File: src/sv/arl_pkg.sv
// shared types and constants for the adaptive rate linear resampler
`default_nettype none

package arl_pkg;

   localparam int PHASE_BITS = 32;
   localparam int STEP_W     = PHASE_BITS + 1;
   localparam int SAMPLE_W   = 16;
   localparam int FRAME_W    = 2 * SAMPLE_W;
   localparam int OUT_W      = 24;
   localparam int FILL_W     = 11;
   localparam int CSR_ADDR_W = 5;
   localparam int CSR_DATA_W = 32;
   localparam int REQ_DATA_W = FRAME_W;
   localparam int RSP_DATA_W = 96;

   localparam logic OP_PUSH = 1'b0;
   localparam logic OP_PULL = 1'b1;

   localparam logic [2:0] REG_TARGET_FILL     = 3'd0;
   localparam logic [2:0] REG_START_FILL      = 3'd1;
   localparam logic [2:0] REG_UPDATE_INTERVAL = 3'd2;
   localparam logic [2:0] REG_RATIO_GAIN      = 3'd3;
   localparam logic [2:0] REG_MAX_DEVIATION   = 3'd4;

   localparam logic [10:0] TARGET_FILL_RST     = 11'd512;
   localparam logic [10:0] START_FILL_RST      = 11'd256;
   localparam logic [15:0] UPDATE_INTERVAL_RST = 16'd48;
   localparam logic [15:0] RATIO_GAIN_RST      = 16'd4295;
   localparam logic [30:0] MAX_DEVIATION_RST   = 31'd4294967;

   typedef struct packed {
      logic [10:0] target_fill;
      logic [10:0] start_fill;
      logic [15:0] update_interval;
      logic [15:0] ratio_gain;
      logic [30:0] max_deviation;
   } cfg_type;

   typedef struct packed {
      logic              out_valid;
      logic [OUT_W-1:0]  left_sample;
      logic [OUT_W-1:0]  right_sample;
      logic              starved;
      logic              push_dropped;
      logic [FILL_W-1:0] fill_level;
      logic [STEP_W-1:0] ratio_step;
   } res_type;

endpackage

`default_nettype wire

File: src/sv/arl_csr.sv
// configuration register file behind the apb-style port
`default_nettype none

module arl_csr (
   input  logic                            clock,
   input  logic                            reset,
   input  logic                            csr_psel,
   input  logic                            csr_penable,
   input  logic                            csr_pwrite,
   input  logic [arl_pkg::CSR_ADDR_W-1:0]  csr_paddr,
   input  logic [arl_pkg::CSR_DATA_W-1:0]  csr_pwdata,
   output logic [arl_pkg::CSR_DATA_W-1:0]  csr_prdata,
   output logic                            csr_pready,
   output arl_pkg::cfg_type                cfg
);
   import arl_pkg::*;

   logic [10:0] target_fill_ff;
   logic [10:0] start_fill_ff;
   logic [15:0] update_interval_ff;
   logic [15:0] ratio_gain_ff;
   logic [30:0] max_deviation_ff;
   logic        wr_en;
   logic [2:0]  reg_index;

   assign csr_pready = 1'b1;
   assign reg_index  = csr_paddr[CSR_ADDR_W-1:2];
   assign wr_en      = csr_psel && csr_penable && csr_pwrite && csr_pready;

   always_ff @(posedge clock) begin
      if (reset) begin
         target_fill_ff     <= TARGET_FILL_RST;
         start_fill_ff      <= START_FILL_RST;
         update_interval_ff <= UPDATE_INTERVAL_RST;
         ratio_gain_ff      <= RATIO_GAIN_RST;
         max_deviation_ff   <= MAX_DEVIATION_RST;
      end else if (wr_en) begin
         unique case (reg_index)
            REG_TARGET_FILL:     target_fill_ff     <= csr_pwdata[10:0];
            REG_START_FILL:      start_fill_ff      <= csr_pwdata[10:0];
            REG_UPDATE_INTERVAL: update_interval_ff <= csr_pwdata[15:0];
            REG_RATIO_GAIN:      ratio_gain_ff      <= csr_pwdata[15:0];
            REG_MAX_DEVIATION:   max_deviation_ff   <= csr_pwdata[30:0];
            default: ;
         endcase
      end
   end

   always_comb begin
      unique case (reg_index)
         REG_TARGET_FILL:     csr_prdata = CSR_DATA_W'(target_fill_ff);
         REG_START_FILL:      csr_prdata = CSR_DATA_W'(start_fill_ff);
         REG_UPDATE_INTERVAL: csr_prdata = CSR_DATA_W'(update_interval_ff);
         REG_RATIO_GAIN:      csr_prdata = CSR_DATA_W'(ratio_gain_ff);
         REG_MAX_DEVIATION:   csr_prdata = CSR_DATA_W'(max_deviation_ff);
         default:             csr_prdata = '0;
      endcase
   end

   assign cfg.target_fill     = target_fill_ff;
   assign cfg.start_fill      = start_fill_ff;
   assign cfg.update_interval = update_interval_ff;
   assign cfg.ratio_gain      = ratio_gain_ff;
   assign cfg.max_deviation   = max_deviation_ff;

endmodule

`default_nettype wire

File: config.mk
export PLATFORM = sky130hd
export DESIGN_NAME = arl_csr
export DESIGN_NICKNAME = d
export VERILOG_FILES = /design/src/sv/arl_pkg.sv /design/src/sv/arl_csr.sv
export SDC_FILE = /design/constraint.sdc
export NUM_CORES = 1
export LEC_CHECK = 0
export BUFFER_PORTS_ARGS = -buffer_cell sky130_fd_sc_hd__buf_2
export CAP_MARGIN = 20
export CORE_MARGIN = 10
export CORE_UTILIZATION = 49
export DETAILED_ROUTE_END_ITERATION = 6
export GPL_ROUTABILITY_DRIVEN = 1
export PLACE_DENSITY = 0.8
export SYNTH_ARGS = -nofsm -noshare
export SYNTH_HDL_FRONTEND = slang
export SYNTH_SLANG_ARGS = --single-unit
File: constraint.sdc
create_clock -name clock -period 1.6 [get_ports clock]
set_input_delay 0.24 -clock clock [delete_from_list [all_inputs] [get_ports clock]]
set_output_delay 0.24 -clock clock [all_outputs]
set_load 0.01 [all_outputs]
# [Word-level counts from Yosys, hierarchy flattened]
# Index checks and enable logic that the tools add are counted.
[op_classes] add_sub_neg=0 n_mul=0 n_div=0 order_cmp=0 eq_ne=4 shift=0 n_mux=1 bitwise_logic=0 reduce_logical=8
[op_table] op="$pmux W31 S5" count=1
[op_table] op="$reduce_and A2 Y1" count=5
[op_table] op="$eq A3 B2 Y1 const B" count=2
[op_table] op="$eq A3 B1 Y1 const B" count=1
[op_table] op="$eq A3 B3 Y1 const B" count=1
[op_table] op="$logic_not A3 Y1" count=1
[op_table] op="$logic_and A1 B1 Y1" count=2
[totals] register_bits=85 latchBits=0 ram_bits=0 rom_bits=0 input_bits=42 word_cells=18 memories=0

# [Longest topological paths before layout]
[logic_depth] depth_word=3 depth_mapped=6 mapped_depth_nobuf=3

# [Worst setup path after synthesis]
# No wires, ideal clock.
[synth_path] kind="input to output" from="input port csr_paddr[3] (netlist bit)" to="output port csr_prdata[0] (netlist bit)" arrival_time_ns=1.136 path_slack_ns=0.224 stages=5 path_buffers=2 cell_sequence="buf_4 -> buf_2 -> mux2i_1 -> o22ai_1 -> a21o_1"
[synth_between] elab_chain_len=2 elab_cells_between_ends=6
[synth_lines] element="start, declared" line_no="arl_csr.sv:10" rtl="input logic [arl_pkg::CSR_ADDR_W-1:0] csr_paddr,"
[synth_lines] element="$eq A3 B3 Y1, or another cell as far along" line_no="arl_csr.sv:50" rtl="unique case (reg_index)"
[synth_lines] element="$pmux W31 S5 *" line_no="arl_csr.sv:50"
[synth_lines] element="end, declared" line_no="arl_csr.sv:12" rtl="output logic [arl_pkg::CSR_DATA_W-1:0] csr_prdata,"
# Mark *: on every way between the ends. The rest lies on a longest branch, timed or not.

# [Worst setup path after layout]
[layout_path] from="register target_fill_ff[8]" to="output port csr_prdata[8] (netlist bit)"
[layout_between] elab_chain_len=1
[layout_lines] element="start, declared" line_no="arl_csr.sv:18" rtl="logic [10:0] target_fill_ff;"
[layout_lines] element="start signal, assigned" line_no="arl_csr.sv:39" rtl="REG_TARGET_FILL: target_fill_ff <= csr_pwdata[10:0];"
[layout_lines] element="$pmux W31 S5" line_no="arl_csr.sv:50"
# Every way passes these cells.

==> flow_metrics.py <==
metrics = {
    "detailed_routing": {
        "drt_pass1_iterations": 4,
        "drtIter0Drc": 158,
        "drt-wirelength-per-cell_microns": 17.72,
        "viasPerCell": 5.320,
        "drc": 0,
        "wl_microns": 12950,
        "postRouteAntennaNets": 0,
        "via_count": 3889,
    },
    "synthesis": {
        "syn_nets": 514,
        "yosys_warnings": 0,
        "synth_cell_types": 26,
        "avgSynthCellArea_sq_um": 8.915,
        "syn_area_sq_um": 4208,
        "ys_seq_area_share_pct": 40.44,
        "ys_ff_latch": 85,
        "synth_cells": 472,
    },
    "cells_and_area": {
        "antenna_cells": 0,
        "nNetsFinal": 663,
        "layout_common_cells": "buf_2 (153), dfxtp_1 (83), o21ai_0 (69)",
        "finalNonFillerCells": 731,
        "area_growth_pct": 27.24,
        "drive_above_1_share_pct": 33.39,
        "final_common_cell": "buf_2",
        "postLayoutCellArea_sq_um": 5354,
        "fin_util_pct": 64.51,
    },
    "setup_path": {
        "critPathSlowestCell": "dfxtp_1",
        "required_ns": 1.36,
        "end_kind": "output port",
        "crit_chain": "mux2i_1 > o22ai_1 > a21o_1 > buf_2",
        "crit_fanout": 3,
        "timing_worst_setup_path_type": "reg2out",
        "critical_path_arrival_ns": 1.31,
        "critPathLaunchType": "register",
        "critPathMaxStageDelay_ns": 0.40,
    },
    "pwr": {
        "p_seq_share_pct": 53.2,
        "p_int_mw": 2.909,
        "p_total_mw": 4.023,
        "pwr-share-comb_pct": 11.0,
        "clockPowerShare_pct": 35.7,
        "p_sw_mw": 1.114,
        "peakVddDrop_mv": 0.5152,
        "powerDensity_nw_per_um2": 751.4,
        "leakage_nw": 2.583,
        "power_switching_share_pct": 27.70,
    },
    "cts": {
        "postCtsSetupBuffers": 0,
        "cts_buffer_depth": 2,
        "cts-htree-levels": 3,
        "clk_latency_ns": 0.36,
        "cts_hold_buf": 0,
        "clock_sinks": 85,
        "cts_root_buffer": "clkbuf_8",
        "cts_tree": "yes",
        "cts_buffers": 9,
        "cts.reportedPaths.clkPinSlew_ns": 0.09,
    },
    "die": {
        "floorplan.initialDensity_pct": 50.70,
        "dieArea_sq_um": 12690,
        "num_io_pins": 160,
        "fp.dieW_microns": 112.7,
        "core_sq_um": 8299,
        "die_h_microns": 112.7,
        "rows": 33,
    },
    "placement": {
        "hpwl_microns": 9656,
        "gp_congestion": 0.8158,
        "port_buffers": 154,
        "place_area_sq_um": 5170,
        "post-place-ws_ns": 0.04375,
        "dpl.cell_count": 715,
    },
    "timing": {
        "fin_tns_setup_ns": 0,
        "fin_hold_ws_ns": 0.1206,
        "drv_slew": 0,
        "rsz0062_at_grt": "false",
        "finClkSkew_ns": 0,
        "setup_ws_ns": 0.05395,
        "setup_viol": 0,
        "finalHoldViolations": 0,
        "tightestPinTransition_ns": 0.6533,
        "slew_headroom_pct": 56.45,
        "max_freq_mhz": 646.8,
        "period_minus_slack_ns": 1.546,
        "min_period_over_period_pct": 96.63,
    },
    "worst_hold_path": {
        "holdCritPathClass": "in2reg",
    },
    "global_routing": {
        "grt_use_met3_pct": 6.124,
        "grt_util_met2_pct": 31.03,
        "grt_use_met1_pct": 24.35,
        "busiest_layer": "met2",
        "grt_usage_pct": 19.60,
        "grt_overflow": 0,
        "grt_max_degree": 50,
        "antenna_found_initial": 1,
        "grt_pass1_vias": 4008,
        "grt_pass1_wl_microns": 20610,
    },
    "job": {
        "drv_cap": 0,
    },
    "outcome": {
        "outcome": "finished clean",
    },
}
-- cell families after synthesis --
kind of cell / share of synthesized area, %
and+or+nand+nor: 22.99
AOI/OAI and AO/OA: 15.34
DFF: 40.44
muxes: 15.94
buffers and inverters: 5.115
other: 0.1785
-- flip-flops by register name (all words and copies together) (netlist names) --
signal              flops
max_deviation_ff       31
ratio_gain_ff          16
update_interval_ff     16
start_fill_ff          11
target_fill_ff         11
-- critical path, delay by kind of cell (launching register included) --
kind,cells,cell delay [ns]
compound gates,2,0.33
buf+inv,1,0.12
flops,1,0.40
mux,1,0.09
-- final cells by class --
class                      instances  area [sq um]
fill                             717          2945
clock buffer                       9         123.9
sequential                        85          1704
multi-input combinational        345          2293
clock inverter                     7         57.56
tap                              105         131.4
timing repair buffer             180          1044
-- routing by layer --
metal,wire (microns),vias up
li1,-,1901
met1,5715,1815
met2,6037,150
met3,903,21
met4,276,2
met5,18,-
-- worst paths after layout --
kind | start | to | slack [ns] | depth (start not counted)
worst max-delay path | target_fill_ff[8]$_SDFFE_PP0P_ | csr_prdata[8] | 0.05 | 4
worst min-delay path | csr_pwdata[17] | max_deviation_ff[17]$_SDFFE_PP0P_ | 0.12 | 3
worst max register to register | ratio_gain_ff[4]$_SDFFE_PP0P_ | ratio_gain_ff[4]$_SDFFE_PP0P_ | 0.81 | 3
worst min register to register | start_fill_ff[10]$_SDFFE_PP0P_ | start_fill_ff[10]$_SDFFE_PP0P_ | 0.50 | 2
-- power groups by stage --
| stage | registers, mW | clock network, mW | logic, mW |
|---|---|---|---|
| 2_1_floorplan | 2.20 | 0 | 0.247 |
| 3_3_place_gp | 2.19 | 0 | 0.434 |
| 3_5_place_dp | 2.19 | 0 | 0.443 |
| 4_1_cts | 2.14 | 1.46 | 0.445 |
| 5_1_grt | 2.14 | 1.58 | 0.484 |
| 6_report | 2.14 | 1.44 | 0.444 |
-- cells in the mapped netlist, drive strengths merged --
cell,number,area share (%)
o21ai,90,11
conb,2,0.18
nand2b,52,8.1
a21o,11,2.0
nor2,38,3.5
o2bb2ai,5,1.0
buf,18,3.0
nor3,1,0.39
or3,2,0.42
or2,4,0.59
clkbuf,24,2.1
nand4b,1,0.56
dfxtp,85,40
o22ai,11,1.6
and2,15,2.2
nor2b,45,6.7
mux2i,67,16
nand4,1,0.51
-- timing repair --
item / in CTS / in global routing
setup endpoints to repair: 0 / 2
gates resized for setup: 0 / 2
endpoints found under the hold margin: 0 / 0
No activity file was read; power rests on OpenSTA's default activity.
