<file path="config.mk">
export PLATFORM = sky130hd
export DESIGN_NAME = arl_engine
export DESIGN_NICKNAME = d
export VERILOG_FILES = /design/src/sv/arl_pkg.sv /design/src/sv/arl_engine.sv
export SDC_FILE = /design/constraint.sdc
export NUM_CORES = 2
export LEC_CHECK = 0
export BUFFER_PORTS_ARGS = -buffer_cell sky130_fd_sc_hd__buf_4
export CORE_MARGIN = 2
export CORE_UTILIZATION = 55
export DETAILED_ROUTE_END_ITERATION = 8
export PLACE_DENSITY = 0.83
export SYNTH_ARGS = -nofsm -noshare
export SYNTH_HDL_FRONTEND = slang
export SYNTH_SLANG_ARGS = --single-unit
</file>
<file path="constraint.sdc">
create_clock -name clock -period 37.3 [get_ports clock]
set_clock_uncertainty 0.05 [all_clocks]
set_input_delay 5.595 -clock clock [delete_from_list [all_inputs] [get_ports clock]]
set_output_delay 5.595 -clock clock [all_outputs]
set_load 0.01 [all_outputs]
</file>
<file path="src/sv/arl_pkg.sv">
// shared types and constants for the adaptive rate linear resampler
`default_nettype none

package arl_pkg;

   localparam int PHASE_BITS = 32;
   localparam int STEP_W     = PHASE_BITS + 1;
   localparam int SAMPLE_W   = 16;
   localparam int FRAME_W    = 2 * SAMPLE_W;
   localparam int OUT_W      = 24;
   localparam int FILL_W     = 11;
   localparam int CSR_ADDR_W = 5;
   localparam int CSR_DATA_W = 32;
   localparam int REQ_DATA_W = FRAME_W;
   localparam int RSP_DATA_W = 96;

   localparam logic OP_PUSH = 1'b0;
   localparam logic OP_PULL = 1'b1;

   localparam logic [2:0] REG_TARGET_FILL     = 3'd0;
   localparam logic [2:0] REG_START_FILL      = 3'd1;
   localparam logic [2:0] REG_UPDATE_INTERVAL = 3'd2;
   localparam logic [2:0] REG_RATIO_GAIN      = 3'd3;
   localparam logic [2:0] REG_MAX_DEVIATION   = 3'd4;

   localparam logic [10:0] TARGET_FILL_RST     = 11'd512;
   localparam logic [10:0] START_FILL_RST      = 11'd256;
   localparam logic [15:0] UPDATE_INTERVAL_RST = 16'd48;
   localparam logic [15:0] RATIO_GAIN_RST      = 16'd4295;
   localparam logic [30:0] MAX_DEVIATION_RST   = 31'd4294967;

   typedef struct packed {
      logic [10:0] target_fill;
      logic [10:0] start_fill;
      logic [15:0] update_interval;
      logic [15:0] ratio_gain;
      logic [30:0] max_deviation;
   } cfg_type;

   typedef struct packed {
      logic              out_valid;
      logic [OUT_W-1:0]  left_sample;
      logic [OUT_W-1:0]  right_sample;
      logic              starved;
      logic              push_dropped;
      logic [FILL_W-1:0] fill_level;
      logic [STEP_W-1:0] ratio_step;
   } res_type;

endpackage

`default_nettype wire

</file>
<file path="src/sv/arl_engine.sv">
// fifo pointers, rate control and interpolation sequencer around the frame store
`default_nettype none

module arl_engine #(
   parameter  int FIFO_DEPTH = 1024,
   localparam int PW         = $clog2(FIFO_DEPTH)
) (
   input  logic                         clock,
   input  logic                         reset,
   input  logic                         hold_valid,
   input  logic                         hold_op,
   input  logic [arl_pkg::FRAME_W-1:0]  hold_frame,
   input  arl_pkg::cfg_type             cfg,
   input  logic                         out_free,
   output logic                         take,
   output logic                         res_valid,
   output arl_pkg::res_type             res,
   output logic                         mem_we,
   output logic [PW-1:0]                mem_waddr,
   output logic [arl_pkg::FRAME_W-1:0]  mem_wdata,
   output logic                         mem_re,
   output logic [PW-1:0]                mem_raddr_a,
   output logic [PW-1:0]                mem_raddr_b,
   input  logic [arl_pkg::FRAME_W-1:0]  mem_rdata_a,
   input  logic [arl_pkg::FRAME_W-1:0]  mem_rdata_b
);
   import arl_pkg::*;

   localparam int CW   = $clog2(FIFO_DEPTH + 1);
   localparam int MW   = (CW > FILL_W) ? CW : FILL_W;
   localparam int EW   = MW + 1;
   localparam int DVW  = EW + 17;
   localparam int CMPW = (DVW > PHASE_BITS) ? DVW : PHASE_BITS;
   localparam int PRW  = SAMPLE_W + 1 + PHASE_BITS + 1;

   typedef enum logic [1:0] {S_IDLE, S_EVAL, S_FINISH} state_type;

   function automatic logic [PW-1:0] ptr_next(input logic [PW-1:0] p);
      ptr_next = (p == PW'(FIFO_DEPTH - 1)) ? '0 : p + PW'(1);
   endfunction

   state_type                   state_ff, state_in;
   logic [PW-1:0]               wp_ff, wp_in;
   logic [PW-1:0]               rp_ff, rp_in;
   logic [CW-1:0]               count_ff, count_in;
   logic                        running_ff, running_in;
   logic [PHASE_BITS-1:0]       phase_ff, phase_in;
   logic [STEP_W-1:0]           step_ff, step_in;
   logic [15:0]                 countdown_ff, countdown_in;
   logic [SAMPLE_W-1:0]         cur_l_ff, cur_l_in, cur_r_ff, cur_r_in;
   logic [SAMPLE_W-1:0]         nxt_l_ff, nxt_l_in, nxt_r_ff, nxt_r_in;
   logic                        ok_ff, ok_in;
   logic                        need_ff, need_in;
   logic signed [DVW-1:0]       dev_ff, dev_in;
   logic [OUT_W-1:0]            prod_l_ff, prod_l_in, prod_r_ff, prod_r_in;

   logic                        start_ok;
   logic [CW-1:0]               cnt_eff;
   logic signed [EW-1:0]        err;
   logic [15:0]                 cd0;
   logic [PW-1:0]               rp_skip2;
   logic [SAMPLE_W-1:0]         eff_cl, eff_cr, eff_nl, eff_nr;
   logic [PHASE_BITS-1:0]       eff_ph;
   logic signed [16:0]          diff_l, diff_r;
   logic signed [PRW-1:0]       prod_l, prod_r;
   logic signed [CMPW-1:0]      dev_w, lim_w, clamped;
   logic [STEP_W-1:0]           step_upd, step_new;
   logic [PHASE_BITS+1:0]       phase_sum;
   logic [1:0]                  carry;

   assign start_ok = !running_ff && (MW'(count_ff) >= MW'(cfg.start_fill))
                     && (count_ff >= CW'(2));
   assign cnt_eff  = start_ok ? count_ff - CW'(2) : count_ff;
   assign err      = $signed({1'b0, MW'(cnt_eff)}) - $signed({1'b0, MW'(cfg.target_fill)});
   assign cd0      = start_ok ? cfg.update_interval : countdown_ff;
   assign rp_skip2 = ptr_next(ptr_next(rp_ff));

   assign eff_cl = start_ok ? mem_rdata_a[FRAME_W-1:SAMPLE_W] : cur_l_ff;
   assign eff_cr = start_ok ? mem_rdata_a[SAMPLE_W-1:0]       : cur_r_ff;
   assign eff_nl = start_ok ? mem_rdata_b[FRAME_W-1:SAMPLE_W] : nxt_l_ff;
   assign eff_nr = start_ok ? mem_rdata_b[SAMPLE_W-1:0]       : nxt_r_ff;
   assign eff_ph = start_ok ? '0 : phase_ff;

   assign diff_l = $signed({eff_nl[SAMPLE_W-1], eff_nl}) - $signed({eff_cl[SAMPLE_W-1], eff_cl});
   assign diff_r = $signed({eff_nr[SAMPLE_W-1], eff_nr}) - $signed({eff_cr[SAMPLE_W-1], eff_cr});
   assign prod_l = diff_l * $signed({1'b0, eff_ph});
   assign prod_r = diff_r * $signed({1'b0, eff_ph});

   // clamp of the fill error term, then unity plus deviation
   assign dev_w   = CMPW'(dev_ff);
   assign lim_w   = $signed(CMPW'({1'b0, cfg.max_deviation}));
   assign clamped = (dev_w > lim_w) ? lim_w : ((dev_w < -lim_w) ? -lim_w : dev_w);
   assign step_upd  = {~clamped[PHASE_BITS-1], clamped[PHASE_BITS-1:0]};
   assign step_new  = need_ff ? step_upd : step_ff;
   assign phase_sum = {2'b00, phase_ff} + {1'b0, step_new};
   assign carry     = phase_sum[PHASE_BITS+1:PHASE_BITS];

   always_comb begin
      state_in     = state_ff;
      wp_in        = wp_ff;
      rp_in        = rp_ff;
      count_in     = count_ff;
      running_in   = running_ff;
      phase_in     = phase_ff;
      step_in      = step_ff;
      countdown_in = countdown_ff;
      cur_l_in     = cur_l_ff;
      cur_r_in     = cur_r_ff;
      nxt_l_in     = nxt_l_ff;
      nxt_r_in     = nxt_r_ff;
      ok_in        = ok_ff;
      need_in      = need_ff;
      dev_in       = dev_ff;
      prod_l_in    = prod_l_ff;
      prod_r_in    = prod_r_ff;
      take         = 1'b0;
      res_valid    = 1'b0;
      res          = '0;
      mem_we       = 1'b0;
      mem_waddr    = wp_ff;
      mem_wdata    = hold_frame;
      mem_re       = 1'b0;
      mem_raddr_a  = rp_ff;
      mem_raddr_b  = ptr_next(rp_ff);

      unique case (state_ff)
         S_IDLE: begin
            if (hold_valid && hold_op == OP_PULL) begin
               take     = 1'b1;
               mem_re   = 1'b1;
               state_in = S_EVAL;
            end else if (hold_valid && out_free) begin
               take      = 1'b1;
               res_valid = 1'b1;
               if (count_ff == CW'(FIFO_DEPTH)) begin
                  res.push_dropped = 1'b1;
               end else begin
                  mem_we   = 1'b1;
                  wp_in    = ptr_next(wp_ff);
                  count_in = count_ff + CW'(1);
               end
               res.fill_level = FILL_W'(count_in);
               res.ratio_step = step_ff;
            end
         end
         S_EVAL: begin
            ok_in     = running_ff || start_ok;
            need_in   = start_ok || (cd0 == 16'd0);
            dev_in    = $signed({1'b0, cfg.ratio_gain}) * err;
            prod_l_in = prod_l[PHASE_BITS+15:PHASE_BITS-8];
            prod_r_in = prod_r[PHASE_BITS+15:PHASE_BITS-8];
            if (running_ff || start_ok) begin
               countdown_in = ((cd0 == 16'd0) ? cfg.update_interval : cd0) - 16'd1;
            end
            if (start_ok) begin
               // preload current and next, then fetch the two frames behind them
               cur_l_in    = eff_cl;
               cur_r_in    = eff_cr;
               nxt_l_in    = eff_nl;
               nxt_r_in    = eff_nr;
               running_in  = 1'b1;
               phase_in    = '0;
               count_in    = cnt_eff;
               rp_in       = rp_skip2;
               mem_re      = 1'b1;
               mem_raddr_a = rp_skip2;
               mem_raddr_b = ptr_next(rp_skip2);
            end
            state_in = S_FINISH;
         end
         S_FINISH: begin
            if (out_free) begin
               res_valid = 1'b1;
               state_in  = S_IDLE;
               if (ok_ff) begin
                  res.out_valid    = 1'b1;
                  res.left_sample  = {cur_l_ff, 8'h00} + prod_l_ff;
                  res.right_sample = {cur_r_ff, 8'h00} + prod_r_ff;
                  step_in          = step_new;
                  if (carry == 2'd0) begin
                     phase_in = phase_sum[PHASE_BITS-1:0];
                  end else if (count_ff == '0) begin
                     cur_l_in    = nxt_l_ff;
                     cur_r_in    = nxt_r_ff;
                     running_in  = 1'b0;
                     phase_in    = '0;
                     res.starved = 1'b1;
                  end else if (carry == 2'd1) begin
                     cur_l_in = nxt_l_ff;
                     cur_r_in = nxt_r_ff;
                     nxt_l_in = mem_rdata_a[FRAME_W-1:SAMPLE_W];
                     nxt_r_in = mem_rdata_a[SAMPLE_W-1:0];
                     rp_in    = ptr_next(rp_ff);
                     count_in = count_ff - CW'(1);
                     phase_in = phase_sum[PHASE_BITS-1:0];
                  end else if (count_ff == CW'(1)) begin
                     cur_l_in    = mem_rdata_a[FRAME_W-1:SAMPLE_W];
                     cur_r_in    = mem_rdata_a[SAMPLE_W-1:0];
                     nxt_l_in    = mem_rdata_a[FRAME_W-1:SAMPLE_W];
                     nxt_r_in    = mem_rdata_a[SAMPLE_W-1:0];
                     rp_in       = ptr_next(rp_ff);
                     count_in    = '0;
                     running_in  = 1'b0;
                     phase_in    = '0;
                     res.starved = 1'b1;
                  end else begin
                     cur_l_in = mem_rdata_a[FRAME_W-1:SAMPLE_W];
                     cur_r_in = mem_rdata_a[SAMPLE_W-1:0];
                     nxt_l_in = mem_rdata_b[FRAME_W-1:SAMPLE_W];
                     nxt_r_in = mem_rdata_b[SAMPLE_W-1:0];
                     rp_in    = rp_skip2;
                     count_in = count_ff - CW'(2);
                     phase_in = phase_sum[PHASE_BITS-1:0];
                  end
               end
               res.fill_level = FILL_W'(count_in);
               res.ratio_step = step_in;
            end
         end
         default: state_in = S_IDLE;
      endcase
   end

   always_ff @(posedge clock) begin
      if (reset) begin
         state_ff     <= S_IDLE;
         wp_ff        <= '0;
         rp_ff        <= '0;
         count_ff     <= '0;
         running_ff   <= 1'b0;
         phase_ff     <= '0;
         step_ff      <= {1'b1, {PHASE_BITS{1'b0}}};
         countdown_ff <= '0;
         cur_l_ff     <= '0;
         cur_r_ff     <= '0;
         nxt_l_ff     <= '0;
         nxt_r_ff     <= '0;
      end else begin
         state_ff     <= state_in;
         wp_ff        <= wp_in;
         rp_ff        <= rp_in;
         count_ff     <= count_in;
         running_ff   <= running_in;
         phase_ff     <= phase_in;
         step_ff      <= step_in;
         countdown_ff <= countdown_in;
         cur_l_ff     <= cur_l_in;
         cur_r_ff     <= cur_r_in;
         nxt_l_ff     <= nxt_l_in;
         nxt_r_ff     <= nxt_r_in;
      end
      ok_ff     <= ok_in;
      need_ff   <= need_in;
      dev_ff    <= dev_in;
      prod_l_ff <= prod_l_in;
      prod_r_ff <= prod_r_in;
   end

`ifndef NO_ASSERTIONS
   a_result_has_slot: assert property (@(posedge clock) disable iff (reset)
      res_valid |-> out_free)
      else $error("result issued while output register is occupied");

   a_starved_has_frame: assert property (@(posedge clock) disable iff (reset)
      (res_valid && res.starved) |-> res.out_valid)
      else $error("starvation flagged without an output frame");

   a_write_only_idle: assert property (@(posedge clock) disable iff (reset)
      mem_we |-> (state_ff == S_IDLE && !mem_re))
      else $error("frame store written during a pull");

   a_push_counts: assert property (@(posedge clock) disable iff (reset)
      (take && hold_op == OP_PUSH && count_ff != CW'(FIFO_DEPTH))
      |=> count_ff == $past(count_ff) + CW'(1))
      else $error("accepted push did not raise the fill count");

   a_starve_stops: assert property (@(posedge clock) disable iff (reset)
      (res_valid && res.starved) |=> !running_ff)
      else $error("playback still running after starvation");
`endif

endmodule

`default_nettype wire

</file>
# Yosys cells after proc, flatten, opt, wreduce, memory -nomap -nowiden
# Index checks and enable logic that the tools add are counted.
[totals]
register_bits = 258
inputBits = 186
[op_classes]
n_addsub = 15
mul = 3
magnitude_cmp = 4
n_eq_ne = 19
muxes = 112
bitwise_logic = 3
reduce_logical = 23
[ops]
columns = ["operator", "n"]
rows = [
  ["16-bit two-way mux", 32],
  ["32-bit two-way mux", 9],
  ["50-bit two-way mux", 3],
  ["10-bit two-way mux", 14],
  ["16-bit case mux with 2 select lines", 4],
  ["11-bit two-way mux", 11],
  ["17-bit by 33-bit multiplier with 48-bit output", 2],
  ["45-bit two-way mux", 2],
  ["44-bit case mux with 2 select lines", 1],
  ["33-bit two-way mux", 2],
  ["32-bit case mux with 2 select lines", 1],
  ["24-bit adder", 2],
  ["44-bit two-way mux", 1],
  ["10-bit by 1-bit adder with 10-bit output (second input constant)", 4],
  ["10-bit equality test (second input constant)", 4],
  ["32-bit by 33-bit adder with 34-bit output", 1],
  ["16-bit by 16-bit subtractor with 17-bit output", 2],
  ["11-bit case mux with 3 select lines", 1],
  ["29-bit by 32-bit greater-than comparator with 1-bit output", 1],
  ["29-bit by 32-bit less-than comparator with 1-bit output", 1],
  ["31-bit negator with 32-bit output", 1],
  ["17-bit by 12-bit multiplier with 29-bit output", 1],
  ["1-bit two-way mux", 24],
  ["10-bit case mux with 2 select lines", 1],
  ["31 further kinds", 54],
]

# Logic depth before layout (Yosys ltp)
[logic_depth]
ltp_word = 14
mapped_depth = 54
depth_no_buf = 47

# Worst setup path before layout
# No wires, ideal clock.
[synth_timing]
path_type = "input to output"
startpoint = "input cfg[1] in the netlist's numbering"
endpoint = "output res[37] in the netlist's numbering"
arrival_time_ps = 12961
path_slack_ps = 18694
path_stages = 33
path_buffers = 4
cell_sequence = "inv_1 > ha_1 > clkbuf_1 > nand4_1 > or3_1 > or3_1 > or4_1 > xnor2_1 > ha_1 > nand2_1 > or3_1 > nor4_1 > a221oi_2 > o21ai_0 > clkbuf_1 > clkbuf_1 > mux2i_1 > o21ai_0 > mux2i_1 > inv_1 > ha_1 > a211oi_1 > o21ai_0 > nand2_1 > a2111o_1 > o2111ai_1 > nand2_1 > or3b_4 > and2_4 > buf_2 > o2111ai_1 > mux2_2 > o22ai_1"
[synth_lines]
columns = ["item", "line_no", "source"]
rows = [
  ["from (decl)", "arl_engine.sv:13", "input arl_pkg::cfg_type cfg,"],
  ["to (decl)", "arl_engine.sv:17", "output arl_pkg::res_type res,"],
]

==> flow_metrics.env <==
export IMPL_post_route_util=0.5946
export IMPL_syn2layout_area_growth_pct=7.516
export IMPL_reg2reg_to="prod_l_ff[23]"
export IMPL_drv_slew=0
export IMPL_synth_avg_cell_area_sq_um=8.245
export IMPL_drt_iter0_markers=5205
export IMPL_crit_slowest_cell="nor2_1"
export IMPL_syn_area_sq_um=62040
export IMPL_peakVddDrop_v=0.0001391
export IMPL_crit_start="cfg[4]"
export IMPL_rsz0062_at_grt="false"
export IMPL_syn_inst=7525
export IMPL_cp_top_family="simple AND/OR/NAND/NOR gates"
export IMPL_use_met2=0.5348
export IMPL_setup_ws_ps=16870
export IMPL_synth_seq_cells=258
export IMPL_arrival_ps=14790
export IMPL_yosys_warnings=0
export IMPL_worst_slew_pin_slew_ps=1340
export IMPL_rr_worst_depth=46
export IMPL_dp_slack_ps=17010
export IMPL_finalWorstPathRequiredPeriod_ps=20430
export IMPL_clk_latency_ps=620
export IMPL_dr_pass1_iters=7
export IMPL_synth_cell_types=104
export IMPL_grt_pass1_vias=55670
export IMPL_r2r_start="count_ff[1]"
export IMPL_grt_ovfl_total=0
export IMPL_setup_tns_ps=0
export IMPL_viasPerCell=5.935
export IMPL_htreeDepth=2
export IMPL_finalWirelength_um=201000
export IMPL_grtUsageMet3=0.09987
export IMPL_critPathRequiredTime_ps=31650
export IMPL_cp_end_kind="primary output"
export IMPL_hold_class="reg -> reg"
export IMPL_cp_max_fo=49
export IMPL_fp_row_count=123
export IMPL_cts_sinks=258
export IMPL_cts_tree="built"
export IMPL_place_congestion=1.004
export IMPL_max_stage_delay_ps=960
export IMPL_fmax_mhz=48.94
export IMPL_grt_util_met1=0.4282
export IMPL_p_per_area_nw_per_um2=34.96
export IMPL_grtUsageTotal=0.3487
export IMPL_setup_violations=0
export IMPL_p_leak_nw=33.45
export IMPL_synth_edff_count=79
export IMPL_hold_viol_final=0
export IMPL_slew_headroom=0.1064
export IMPL_io_pins=347
export IMPL_start_util=0.5530
export IMPL_path_buf_inv=4
export IMPL_coreArea_sq_um=112200
export IMPL_grt_max_degree=100
export IMPL_die_y_um=339.9
export IMPL_status="finished, final reports clean"
export IMPL_final_nets=9349
export IMPL_ant_nets=0
export IMPL_ys_flop_type="dfxtp_1"
export IMPL_startpoint_type="input pin"
export IMPL_top_usage_layer="met2"
export IMPL_whs_ps=417.6
export IMPL_dieArea_sq_um=115500
export IMPL_cts_path_max_buffers=3
export IMPL_grt_pass1_wl_um=312500
export IMPL_synthArstFlopShare=0
export IMPL_cts_hold_buf=0
export IMPL_drive_above_1_share=0.08194
export IMPL_clock_root_buffer="clkbuf_16"
export IMPL_die_width_um=339.9
export IMPL_crit_path_end="res[41]"
export IMPL_critical_path_class="in -> out"
export IMPL_antenna_found_initial=23
export IMPL_clk_pin_slew_ps=60
export IMPL_cts_buffers=37
export IMPL_rrSetupSlack_ps=22150
export IMPL_route_detailed_drc=0
export IMPL_num_fill_cells=9466
export IMPL_cts_resized=0
export IMPL_cts_setup_buffers=0
export IMPL_drv_cap=0
export IMPL_port_buffers=282
export IMPL_vias=54050
export IMPL_wl_per_cell_um=22.07
export IMPL_hpwlAfterDp_um=157400
export IMPL_worst_path_stages=33
export IMPL_synth_fp_nets=9311
export IMPL_yosysSeqAreaShare=0.09599
export IMPL_finalCritPeriodShare=0.5478
-- logic make-up after synthesis --
| group | Yosys count | synth area share |
|---|---|---|
| and+or+nand+nor | 2447 | 0.1757 |
| DFF | 258 | 0.09599 |
| buffers and inverters | 1828 | 0.1142 |
| adders and majority gates | 1619 | 0.4519 |
| AOI/OAI and AO/OA | 971 | 0.1010 |
| xor gates and xnor gates | 268 | 0.03806 |
| muxes | 134 | 0.02311 |
-- final cells by class --
class	instances	area [sq um]	share of cell area
multi-input cells	5439	49290	0.7390
repair buffers	393	2950	0.04423
clock inverters	12	102.6	0.001538
inverters	1434	5383	0.08069
clock buffers	55	1107	0.01660
well taps	1500	1877	0.02814
flip-flops and latches	258	5956	0.08928
diodes	15	37.54	0.0005627
-- tightest hold or removal path, delay by kind of cell (launching register included) --
family	cells	cell delay, ps
AOI/OAI and AO/OA	1	50
DFF	1	320
and+or+nand+nor	1	50
-- power by group --
group / switching [W] / internal, W
registers: 0.0000274 / 0.000383
logic: 0.000894 / 0.000657
clock network: 0.000158 / 0.000213
total: 0.00108 / 0.00125
-- worst min path at each step --
stage / from / endpoint / slack (ps) / cells after the start
2_1_floorplan: nxt_l_ff[10] / nxt_l_ff[10] / 390 / 2
3_3_place_gp: nxt_r_ff[12] / nxt_r_ff[12] / 400 / 2
3_5_place_dp: nxt_l_ff[10] / nxt_l_ff[10] / 410 / 2
4_1_cts: nxt_l_ff[10] / nxt_l_ff[10] / 410 / 2
5_1_grt: nxt_r_ff[13] / nxt_r_ff[13] / 440 / 2
6_report: nxt_r_ff[13] / nxt_r_ff[13] / 420 / 2
-- sequential cells by signal, indices dropped and copies added (netlist names), named ones only --
| name | flops |
|---|---|
| count_ff | 11 |
| nxt_r_ff | 15 |
| rp_ff | 10 |
| state_ff | 2 |
| need_ff | 1 |
| running_ff | 1 |
| dev_ff | 29 |
| phase_ff | 32 |
| prod_r_ff | 24 |
| cur_l_ff | 15 |
| ok_ff | 1 |
| nxt_l_ff | 16 |
| prod_l_ff | 24 |
| mem_waddr | 10 |
| step_ff | 33 |
| countdown_ff | 16 |
| cur_r_ff | 15 |
-- through the flow --
step / power (W) / instances / cell area, sq um
detailed placement: 0.001924 / 9024 / 65460
global placement: 0.001854 / 9024 / 65450
CTS: 0.002302 / 9091 / 66670
floorplan: 0.001550 / 7525 / 62040
global route: 0.002528 / 9101 / 66690
finish: 0.002332 / 9106 / 66710
-- routing by layer --
layer / vias to the layer above / part of all wire
met5: - / 0.00048
met4: 14 / 0.080
met3: 829 / 0.12
met2: 3217 / 0.44
met1: 26370 / 0.36
li1: 23620 / -
-- placed cells by master, fill, tap and decap left out, drive strengths merged, types with 40 or more instances in the layout --
master  count
a21oi     315
edfxtp     79
nor2b      46
nor2      638
mux2       71
xnor2     191
a21o       84
mux2i      63
nand4      40
buf       393
o21ai     190
ha        557
a22oi      51
inv      1435
clkbuf     55
nand2b     61
dfxtp     179
nand3      91
fa       1043
xor2       76
and3       99
nand2    1114
and2      178
nor3       81
-- cell usage after synthesis, types with 26 or more instances --
master / number / area share
and3_1: 98 / 0.0099
dfxtp_1: 179 / 0.058
a31oi_1: 31 / 0.0031
edfxtp_1: 79 / 0.038
a21o_1: 84 / 0.010
or2_2: 28 / 0.0028
nor3_1: 79 / 0.0064
and2_1: 171 / 0.017
o21ai_0: 171 / 0.014
o21bai_1: 27 / 0.0033
mux2_2: 71 / 0.013
nand4_1: 40 / 0.0040
buf_2: 28 / 0.0023
a21oi_1: 313 / 0.025
nor2b_1: 46 / 0.0046
nand2_1: 1112 / 0.067
nor2_1: 635 / 0.038
inv_1: 1432 / 0.087
buf_4: 33 / 0.0040
o31ai_1: 27 / 0.0033
o211ai_1: 26 / 0.0031
ha_1: 557 / 0.11
fa_1: 1043 / 0.34
nand3_1: 90 / 0.0073
nand2b_1: 61 / 0.0062
a22oi_1: 50 / 0.0061
clkbuf_1: 312 / 0.019
mux2i_1: 62 / 0.010
xor2_1: 76 / 0.011
xnor2_1: 191 / 0.027
Note: power is estimated with default switching activity, not from simulation.
